**config.mk**
```make
export PLATFORM = sky130hd
export DESIGN_NAME = touch_calibrate_rotate
export DESIGN_NICKNAME = d
export VERILOG_FILES = /design/src/design/tcr_pkg.sv /design/src/design/touch_calibrate_rotate.sv
export SDC_FILE = /design/constraint.sdc
export NUM_CORES = 2
export LEC_CHECK = 0
export ABC_CLOCK_PERIOD_IN_PS = 23000
export BUFFER_PORTS_ARGS = -buffer_cell sky130_fd_sc_hd__buf_2
export CORE_MARGIN = 2
export CORE_UTILIZATION = 31
export DETAILED_ROUTE_END_ITERATION = 10
export PLACE_DENSITY = 0.55
export SETUP_SLACK_MARGIN = 0.5
export SYNTH_ARGS = -nofsm -noshare
export SYNTH_HDL_FRONTEND = slang
export SYNTH_SLANG_ARGS = --single-unit
```
**constraint.sdc**
```tcl
create_clock -name clk_i -period 23 [get_ports clk_i]
set_input_delay 6.9 -clock clk_i [delete_from_list [all_inputs] [get_ports clk_i]]
set_output_delay 6.9 -clock clk_i [all_outputs]
set_load 0.01 [all_outputs]
```
**src/design/tcr_pkg.sv**
```systemverilog
// ----------------------------------------------------------------------------
// tcr_pkg
// Shared widths, register indexes and orientation codes for the touch
// calibration and rotation pipeline.
// ----------------------------------------------------------------------------
package tcr_pkg;

  localparam int CAL_BITS      = 14;
  localparam int DIM_BITS      = 12;
  localparam int POS_BITS      = 14;
  localparam int CFG_IDX_BITS  = 3;
  localparam int CFG_DATA_BITS = (CAL_BITS > DIM_BITS) ? CAL_BITS : DIM_BITS;

  // quotient bits resolved per divider stage
  localparam int DIV_STEP   = 2;
  localparam int DIV_STAGES = (DIM_BITS + DIV_STEP - 1) / DIV_STEP;
  // input stage, multiply stage, divider stages, output stage
  localparam int NUM_STAGES = DIV_STAGES + 3;

  typedef enum logic [CFG_IDX_BITS-1:0] {
    REG_SENSOR_ENABLE  = 3'd0,
    REG_CAL_X_LEFT     = 3'd1,
    REG_CAL_X_RIGHT    = 3'd2,
    REG_CAL_Y_TOP      = 3'd3,
    REG_CAL_Y_BOTTOM   = 3'd4,
    REG_DISPLAY_WIDTH  = 3'd5,
    REG_DISPLAY_HEIGHT = 3'd6,
    REG_ORIENTATION    = 3'd7
  } cfg_reg_e;

  typedef enum logic [1:0] {
    ORIENT_PORTRAIT       = 2'd0,
    ORIENT_LANDSCAPE      = 2'd1,
    ORIENT_PORTRAIT_FLIP  = 2'd2,
    ORIENT_LANDSCAPE_FLIP = 2'd3
  } orient_e;

  typedef struct packed {
    logic                res_ok;
    logic                raw;
    logic [CAL_BITS-1:0] raw_x;
    logic [CAL_BITS-1:0] raw_y;
  } ctl_t;

  // one axis in flight: remainder, divisor and a shift word that holds the
  // remaining low dividend bits and collects quotient bits
  typedef struct packed {
    logic                sat;
    logic [CAL_BITS-1:0] rem;
    logic [CAL_BITS-1:0] dvs;
    logic [DIM_BITS-1:0] nq;
  } axis_t;

endpackage

```
**src/design/touch_calibrate_rotate.sv**
```systemverilog
// ----------------------------------------------------------------------------
// touch_calibrate_rotate
// Two-point touch calibration: per-axis linear scaling by pipelined
// restoring division, clamping and four-way display rotation.
// ----------------------------------------------------------------------------
// Accepts one touch sample per clock while the output is not stalled and
// returns one result per sample, in order. The pipeline has one input
// stage, one multiply stage, six divider stages of two quotient bits each and
// one output register; the divider depth follows from the 12-bit display
// span. Each stage holds while the one after it is full and stalled, so
// bubbles are squeezed out. Configuration is written through the cfg channel,
// which is always ready, and must only change while the pipeline is empty.
module touch_calibrate_rotate (
  input  logic                          clk_i,
  input  logic                          rst_ni,

  input  logic                          cfg_valid_i,
  output logic                          cfg_ready_o,
  input  logic [tcr_pkg::CFG_IDX_BITS-1:0]  cfg_index_i,
  input  logic [tcr_pkg::CFG_DATA_BITS-1:0] cfg_data_i,

  input  logic                          in_valid_i,
  output logic                          in_ready_o,
  input  logic [tcr_pkg::CAL_BITS-1:0]  sample_x_i,
  input  logic [tcr_pkg::CAL_BITS-1:0]  sample_y_i,
  input  logic                          touched_i,
  input  logic                          raw_mode_i,

  output logic                          out_valid_o,
  input  logic                          out_ready_i,
  output logic                          valid_res_o,
  output logic [tcr_pkg::POS_BITS-1:0]  pos_x_o,
  output logic [tcr_pkg::POS_BITS-1:0]  pos_y_o
);

  import tcr_pkg::*;

  localparam int NUM_BITS = CAL_BITS + DIM_BITS;
  localparam int LAST     = NUM_STAGES - 1;

  // configuration registers
  logic                sensor_enable_q;
  logic [CAL_BITS-1:0] cal_x_left_q;
  logic [CAL_BITS-1:0] cal_x_right_q;
  logic [CAL_BITS-1:0] cal_y_top_q;
  logic [CAL_BITS-1:0] cal_y_bottom_q;
  logic [DIM_BITS-1:0] display_width_q;
  logic [DIM_BITS-1:0] display_height_q;
  logic [1:0]          orientation_q;

  assign cfg_ready_o = 1'b1;

  always_ff @(posedge clk_i or negedge rst_ni) begin
    if (!rst_ni) begin
      sensor_enable_q  <= 1'b0;
      cal_x_left_q     <= '0;
      cal_x_right_q    <= '0;
      cal_y_top_q      <= '0;
      cal_y_bottom_q   <= '0;
      display_width_q  <= DIM_BITS'(240);
      display_height_q <= DIM_BITS'(320);
      orientation_q    <= ORIENT_PORTRAIT;
    end else if (cfg_valid_i && cfg_ready_o) begin
      unique case (cfg_reg_e'(cfg_index_i))
        REG_SENSOR_ENABLE:  sensor_enable_q  <= cfg_data_i[0];
        REG_CAL_X_LEFT:     cal_x_left_q     <= cfg_data_i[CAL_BITS-1:0];
        REG_CAL_X_RIGHT:    cal_x_right_q    <= cfg_data_i[CAL_BITS-1:0];
        REG_CAL_Y_TOP:      cal_y_top_q      <= cfg_data_i[CAL_BITS-1:0];
        REG_CAL_Y_BOTTOM:   cal_y_bottom_q   <= cfg_data_i[CAL_BITS-1:0];
        REG_DISPLAY_WIDTH:  display_width_q  <= cfg_data_i[DIM_BITS-1:0];
        REG_DISPLAY_HEIGHT: display_height_q <= cfg_data_i[DIM_BITS-1:0];
        REG_ORIENTATION:    orientation_q    <= cfg_data_i[1:0];
      endcase
    end
  end

  // spans
  logic [DIM_BITS-1:0] wspan;
  logic [DIM_BITS-1:0] hspan;
  logic                span_ok;

  assign wspan   = (display_width_q > display_height_q) ? display_width_q : display_height_q;
  assign hspan   = (display_width_q > display_height_q) ? display_height_q : display_width_q;
  assign span_ok = (display_width_q != '0) && (display_height_q != '0);

  function automatic axis_t div_step(axis_t a);
    logic [CAL_BITS:0] t;
    axis_t             r;
    r = a;
    t = {a.rem, a.nq[DIM_BITS-1]};
    if (t >= {1'b0, a.dvs}) begin
      r.rem = CAL_BITS'(t - {1'b0, a.dvs});
      r.nq  = {a.nq[DIM_BITS-2:0], 1'b1};
    end else begin
      r.rem = t[CAL_BITS-1:0];
      r.nq  = {a.nq[DIM_BITS-2:0], 1'b0};
    end
    return r;
  endfunction

  function automatic axis_t front_axis(logic [CAL_BITS-1:0] s, logic [CAL_BITS-1:0] lo,
                                       logic [CAL_BITS-1:0] hi);
    axis_t r;
    r.sat = (s >= hi);
    r.rem = (s <= lo) ? '0 : s - lo;
    r.dvs = hi - lo;
    r.nq  = '0;
    return r;
  endfunction

  // pipeline
  logic [NUM_STAGES-1:0] v_q;
  logic [NUM_STAGES-1:0] v_d;
  logic [NUM_STAGES-1:0] en;
  ctl_t                  ctl_q [LAST];
  ctl_t                  ctl_d [LAST];
  axis_t                 ax_q  [LAST][2];
  axis_t                 ax_d  [LAST][2];

  logic                  out_res_q;
  logic                  out_raw_q;
  logic [POS_BITS-1:0]   out_x_q;
  logic [POS_BITS-1:0]   out_y_q;
  logic [POS_BITS-1:0]   out_x_d;
  logic [POS_BITS-1:0]   out_y_d;

  always_comb begin
    en[LAST] = !v_q[LAST] || out_ready_i;
    for (int k = LAST - 1; k >= 0; k--) begin
      en[k] = !v_q[k] || en[k+1];
    end
    v_d[0] = in_valid_i;
    for (int k = 1; k < NUM_STAGES; k++) begin
      v_d[k] = v_q[k-1];
    end
  end

  assign in_ready_o = en[0];

  logic [NUM_BITS-1:0] prod [2];
  logic [DIM_BITS-1:0] span [2];

  assign span[0] = wspan;
  assign span[1] = hspan;

  always_comb begin
    axis_t tmp;
    // input stage
    ctl_d[0].raw    = raw_mode_i;
    ctl_d[0].raw_x  = sample_x_i;
    ctl_d[0].raw_y  = sample_y_i;
    ctl_d[0].res_ok = sensor_enable_q && touched_i &&
                      (raw_mode_i || ((cal_x_right_q > cal_x_left_q) &&
                                      (cal_y_bottom_q > cal_y_top_q) && span_ok));
    ax_d[0][0] = front_axis(sample_x_i, cal_x_left_q, cal_x_right_q);
    ax_d[0][1] = front_axis(sample_y_i, cal_y_top_q, cal_y_bottom_q);
    for (int k = 1; k < LAST; k++) begin
      ctl_d[k] = ctl_q[k-1];
    end
    // multiply stage
    for (int a = 0; a < 2; a++) begin
      prod[a]        = NUM_BITS'(ax_q[0][a].rem) * NUM_BITS'(span[a]);
      ax_d[1][a]     = ax_q[0][a];
      ax_d[1][a].rem = prod[a][NUM_BITS-1:DIM_BITS];
      ax_d[1][a].nq  = prod[a][DIM_BITS-1:0];
    end
    // divider stages
    for (int j = 0; j < DIV_STAGES; j++) begin
      for (int a = 0; a < 2; a++) begin
        tmp = ax_q[j+1][a];
        for (int s = 0; s < DIV_STEP; s++) begin
          if (j * DIV_STEP + s < DIM_BITS) begin
            tmp = div_step(tmp);
          end
        end
        ax_d[j+2][a] = tmp;
      end
    end
  end

  // output stage: clamp, rotate, select
  logic [DIM_BITS-1:0] sx;
  logic [DIM_BITS-1:0] sy;
  logic [DIM_BITS-1:0] px;
  logic [DIM_BITS-1:0] py;

  assign sx = ax_q[LAST-1][0].sat ? wspan - 1'b1 : ax_q[LAST-1][0].nq;
  assign sy = ax_q[LAST-1][1].sat ? hspan - 1'b1 : ax_q[LAST-1][1].nq;

  always_comb begin
    unique case (orient_e'(orientation_q))
      ORIENT_PORTRAIT: begin
        px = sy;
        py = wspan - 1'b1 - sx;
      end
      ORIENT_LANDSCAPE: begin
        px = wspan - 1'b1 - sx;
        py = hspan - 1'b1 - sy;
      end
      ORIENT_PORTRAIT_FLIP: begin
        px = hspan - 1'b1 - sy;
        py = sx;
      end
      ORIENT_LANDSCAPE_FLIP: begin
        px = sx;
        py = sy;
      end
    endcase
    if (!ctl_q[LAST-1].res_ok) begin
      out_x_d = '0;
      out_y_d = '0;
    end else if (ctl_q[LAST-1].raw) begin
      out_x_d = POS_BITS'(ctl_q[LAST-1].raw_x);
      out_y_d = POS_BITS'(ctl_q[LAST-1].raw_y);
    end else begin
      out_x_d = POS_BITS'(px);
      out_y_d = POS_BITS'(py);
    end
  end

  always_ff @(posedge clk_i or negedge rst_ni) begin
    if (!rst_ni) begin
      v_q <= '0;
    end else begin
      for (int k = 0; k < NUM_STAGES; k++) begin
        if (en[k]) begin
          v_q[k] <= v_d[k];
        end
      end
    end
  end

  always_ff @(posedge clk_i) begin
    for (int k = 0; k < LAST; k++) begin
      if (en[k]) begin
        ctl_q[k]   <= ctl_d[k];
        ax_q[k][0] <= ax_d[k][0];
        ax_q[k][1] <= ax_d[k][1];
      end
    end
    if (en[LAST]) begin
      out_res_q <= ctl_q[LAST-1].res_ok;
      out_raw_q <= ctl_q[LAST-1].raw;
      out_x_q   <= out_x_d;
      out_y_q   <= out_y_d;
    end
  end

  assign out_valid_o = v_q[LAST];
  assign valid_res_o = out_res_q;
  assign pos_x_o     = out_x_q;
  assign pos_y_o     = out_y_q;

`ifndef ASSERT_OFF
  a_ready_when_empty: assert property (@(posedge clk_i) disable iff (!rst_ni)
    !out_valid_o |-> in_ready_o)
    else $error("input stalled while output register is empty");

  a_invalid_is_zero: assert property (@(posedge clk_i) disable iff (!rst_ni)
    (out_valid_o && !valid_res_o) |-> (pos_x_o == '0 && pos_y_o == '0))
    else $error("invalid result carries a nonzero position");

  a_pos_in_span: assert property (@(posedge clk_i) disable iff (!rst_ni)
    (out_valid_o && valid_res_o && !out_raw_q) |->
      (pos_x_o < POS_BITS'(wspan) && pos_y_o < POS_BITS'(wspan)))
    else $error("calibrated position outside display span");
`endif

endmodule

```
* Word-level counts from Yosys, hierarchy flattened
Memory sizes are Yosys's and may differ from the RTL's. Cells that the tools add are included. Widths: inputs -> output; s select.
Storage, ports and cells: register bits after elaboration 121, bits in writable memories 896, input bits 52, output and inout port bits 32, word-level logic and storage cells 210, memories 2
Operators by class: add/sub/neg operators 32, $mul 2, magnitude comparators 31, equality and inequality tests 10, muxes and demuxes 74, reduce and logical (&&, ||, !) cells 37
Memory list:
- ax_q | depth 8, bits a word 82, rd ports 8, clocked after memory_dff 0, write ports 8, RTL line touch_calibrate_rotate.sv:117 | axis_t ax_q [LAST][2];
- ctl_q | depth 8, bits a word 30, rd ports 8, clocked after memory_dff 0, write ports 8, RTL line touch_calibrate_rotate.sv:115 | ctl_t ctl_q [LAST];
Operators by type and width (count):
- $sub 14x14->14 | 28
- $mux 14 | 26
- $ge 15x14->1 | 24
- $pmux 12 s4 | 2
- $mux 12 | 6
- $mul 14x12->26 | 2
- $mux 1 | 40
- $ge 14x14->1 | 2
- $gt 14x14->1 | 2
- $le 14x14->1 | 2
- $reduce_bool 12->1 | 2
- $sub 12x1->12 const B | 2
- $sub 12x12->12 | 2
- $reduce_and 2->1 | 9
- $eq 3x3->1 const B | 4
- $gt 12x12->1 | 1
- $logic_or 1x1->1 | 10
- $logic_not 1->1 | 9
- $eq 3x2->1 const B | 2
- $logic_and 1x1->1 | 5
- $eq 2x2->1 const B | 2
- $eq 3x1->1 const B | 1
- $logic_not 3->1 | 1
- $eq 2x1->1 const B | 1
- $logic_not 2->1 | 1

* Logic depth before layout (Yosys ltp)
depth after elaboration 12, mapped depth 35, mapped depth without buffers 31

* Worst setup path before layout
No wires, ideal clock.
path kind in2out, from in out_ready_i, to out in_ready_o, data arrival time 13089 ps, data required time 16100 ps, path slack 3011 ps, cell stages on the path 6, buffers on the path 0, path through nor2b_1 -> and2_1 -> and3_1 -> nand3_1 -> nor2_1 -> nand3_1
On the way: word-level cells in the longest chain between the ends 9
RTL lines:
- start: declaration | RTL line touch_calibrate_rotate.sv:30 | input logic out_ready_i,
- $logic_or 1x1->1 | RTL line touch_calibrate_rotate.sv:128 | en[LAST] = !v_q[LAST] || out_ready_i;
- $logic_or 1x1->1 (5 in a row) | RTL line touch_calibrate_rotate.sv:130 | en[k] = !v_q[k] || en[k+1];
- net en[3] | RTL line touch_calibrate_rotate.sv:114 | logic [NUM_STAGES-1:0] en;
- $logic_or 1x1->1 (3 in a row) | RTL line touch_calibrate_rotate.sv:130
- end: declaration | RTL line touch_calibrate_rotate.sv:23 | output logic in_ready_o,
The timed path passes the listed nets, and every way through them passes these cells.

* Final worst setup path
Ends and elaborated chain as after synthesis.

==> implementation parameters <==
Parameter                              Value

Synth
  Yosys synthesis warning count    0
  Number of flip-flops and latches in the synthesized netlist    937
  Post-Synthesis Mean Instance Area    11.1 um^2
  Post-synthesis cell type count    96
  Predominant post-synthesis flop cell    edfxtp_1
  Mapped Nets    6615
  Sequential fraction of the synthesis area    0.436
  Number of flops mapped to enable cells by yosys    845
  Gate count after technology mapping    5711
  Async set-or-reset flop fraction in the synthesized netlist    0.0982
  Post-synthesis cell area    63500 um^2

Timing
  RSZ-0062 raised after global routing    no
  Worst Hold Slack    0.390 ns
  Final period demand of the worst path    17.02 ns
  Number of failing setup endpoints in the final timing report    0
  Final Cycle Share    0.740
  Final total negative setup slack    0 ns
  Final number of hold-violating endpoints    0
  Worst Max-Slew Pin Slew    1.16 ns
  Highest clock frequency the design can meet    0.0588 GHz
  Worst clock skew    0.0330 ns
  Max-slew headroom at the worst pin    0.224
  Count of final max-slew check failures    0

CTS
  CTS tree    built
  Cts-stage hold buffer count    0
  Number of H-tree branching levels    3
  Number of buffers inserted to repair setup after CTS    0
  Maximum clock path buffer count    3
  Number of cells upsized or downsized after cts    0
  CTS root buffer    clkbuf_16
  TritonCTS sink count    937
  Clk Latency, worst-skew pair    0.75 ns
  Number of buffers created by CTS    103
  Clock-pin slew on the worst setup and hold paths    0.06 ns

Drt
  Routed Antenna Nets    0
  Post-detailed-route DRC marker count    0
  Routed vias    41700
  Routed length per placed instance    17.7 um
  Via/cell ratio    4.86
  1st-pass router iterations    5
  Routed wire length    152000 um
  Number of design-rule violations left by the first detailed-router iteration    2457

Critical path
  First element of the critical path    out_ready_i
  Crit-path cells    buf_2, nor2b_1, and2_1, and3_1, nand3_4, nor2_1, nand3_4, buf_2
  CP top delay family    simple AND/OR/NAND/NOR gates
  Worst EP required    16.10 ns
  Reg2reg setup slack    13.91 ns
  Launching point of the worst reg2reg path    display_height_q[8]
  CP Launch Type    input pin
  Path length in cells of the critical path    8
  Buffer and inverter count on the worst path    2
  Worst Path Class, Setup    input pin to output port
  Critical path capture point    in_ready_o
  Data arrival time of the critical path    10.12 ns
  Critical Path Max Stage Delay    0.66 ns
  Critical Path Slowest Stage Cell    nor2_1
  Crit end category    output port
  Max FO, Critical Path    51
  FF-to-FF path depth    31
  Endpoint of the lowest-slack register-to-register path    ax_q[0][162]

Min path
  Worst hold stages    0
  Path category of the worst min-delay check    flop to flop

Layout
  Filler Cell Count    20200
  Highest-count cells in the layout ignoring fill and taps    845 x edfxtp_1, 718 x inv_1, 584 x ha_1
  Layout overhead on the synthesized area    11.0%
  Fraction of layout cells with a size suffix above 1    0.108
  Commonest non-fill, non-tap cell in the layout    edfxtp_1
  Final layout net count    6704
  Final standard cell area without fillers    70500 um^2

Global route
  Pin count of the biggest net entering global routing    69
  Initial antenna violation count    24
  Global-route wire length before repair    241000 um
  Sum of overflow across all layers after global routing    0
  Vias in the first global route    43100
  Total track usage    0.146

Placed design
  Count of port buffers added during placement    82
  Final weighted congestion in routability-driven placement    0.863
  Placement Cell Area    67000 um^2
  Final HPWL DP    120000 um

Status
  Status    complete, no violations

Floorplan
  Starting density of the core    0.311
  Number of placement rows    166
  Std-Cell Core Area    204000 um^2
  Full die area    209000 um^2
  Height of the die    457 um
  Top-level port count    84
  Die Width    457 um

Run
  Max cap viols    0
worst register-to-register path: cells and delay by family, from the launching register on:
kind / cells / cell delay (ns)
adder cells (fa/ha/maj): 7 / 3.14
AO/OA/AOI/OAI: 11 / 2.66
AND/OR/NAND/NOR: 6 / 1.30
buffers and inverters: 6 / 0.97
flip-flops: 1 / 0.58
XOR/XNOR: 1 / 0.26
stage by stage:
step           setup WS [ns]  instances  utilization
2_1_floorplan           3.01       5711            -
3_3_place_gp            5.89       8383        0.328
3_5_place_dp            5.92       8383        0.328
4_1_cts                 5.89       8577        0.345
5_1_grt                 5.74       8585        0.345
6_report                5.98       8587        0.345
synth_stat cells (101+ instances only):
master / instances / area share
edfxtp_1: 845 / 0.40
mux2_2: 276 / 0.049
fa_1: 268 / 0.084
nand2_1: 456 / 0.027
nor2_1: 301 / 0.018
ha_1: 584 / 0.12
xnor2_1: 224 / 0.031
a21o_1: 101 / 0.012
a21oi_1: 294 / 0.023
o21ai_0: 284 / 0.022
and2_1: 140 / 0.014
inv_1: 721 / 0.043
layout make-up:
class / instances / area, um^2 / area share
multi-input combinational: 3926 / 32600 / 0.462
timing repair buffer: 111 / 631 / 0.00894
sequential: 937 / 27700 / 0.393
inverter: 721 / 2710 / 0.0384
tap: 2688 / 3360 / 0.0477
clock inverter: 72 / 856 / 0.0121
antenna: 10 / 25.0 / 0.000355
clock buffer: 122 / 2670 / 0.0378
per-layer routing:
metal | GRT usage | wire [um]
met2 | 0.244 | 71900
met1 | 0.194 | 69800
met3 | 0.0166 | 5700
met5 | 0 | 34
met4 | 0.0535 | 4870
sequential cells by signal (all words and copies together) (netlist names), 14 cells and up:
signal / flops
ax_q: 576
ctl_q: 240
cal_x_left_q: 14
cal_x_right_q: 14
cal_y_bottom_q: 14
cal_y_top_q: 14
pos_x_o: 14
pos_y_o: 14
worst min-delay path by stage:
| stage | from | endpoint | slack (ns) |
|---|---|---|---|
| 6_report | ax_q[0][245] | ax_q[0][327] | 0.39 |
| 5_1_grt | ax_q[0][245] | ax_q[0][327] | 0.39 |
| 4_1_cts | ax_q[0][245] | ax_q[0][327] | 0.37 |
| 3_5_place_dp | ax_q[0][54] | ax_q[0][136] | 0.40 |
| 3_3_place_gp | ctl_q[1][8] | ctl_q[1][38] | 0.40 |
| 2_1_floorplan | ax_q[0][18] | ax_q[0][100] | 0.40 |
cell families (layout without fill, tap and decap cells):
kind of cell | Yosys count | count (layout) | synth area share
AND/OR/NAND/NOR | 1402 | 1402 | 0.108
buffers and inverters | 848 | 1026 | 0.0522
XOR/XNOR | 309 | 309 | 0.0429
other | 1 | 11 | 0.0000590
AO/OA/AOI/OAI | 1023 | 1023 | 0.102
adder cells (fa/ha/maj) | 852 | 852 | 0.199
multiplexers | 339 | 339 | 0.0594
flip-flops | 937 | 937 | 0.436
Power is left out: the tool's default activity adds up to more than one toggle a clock period on the data nets, which glitch-free logic cannot reach.
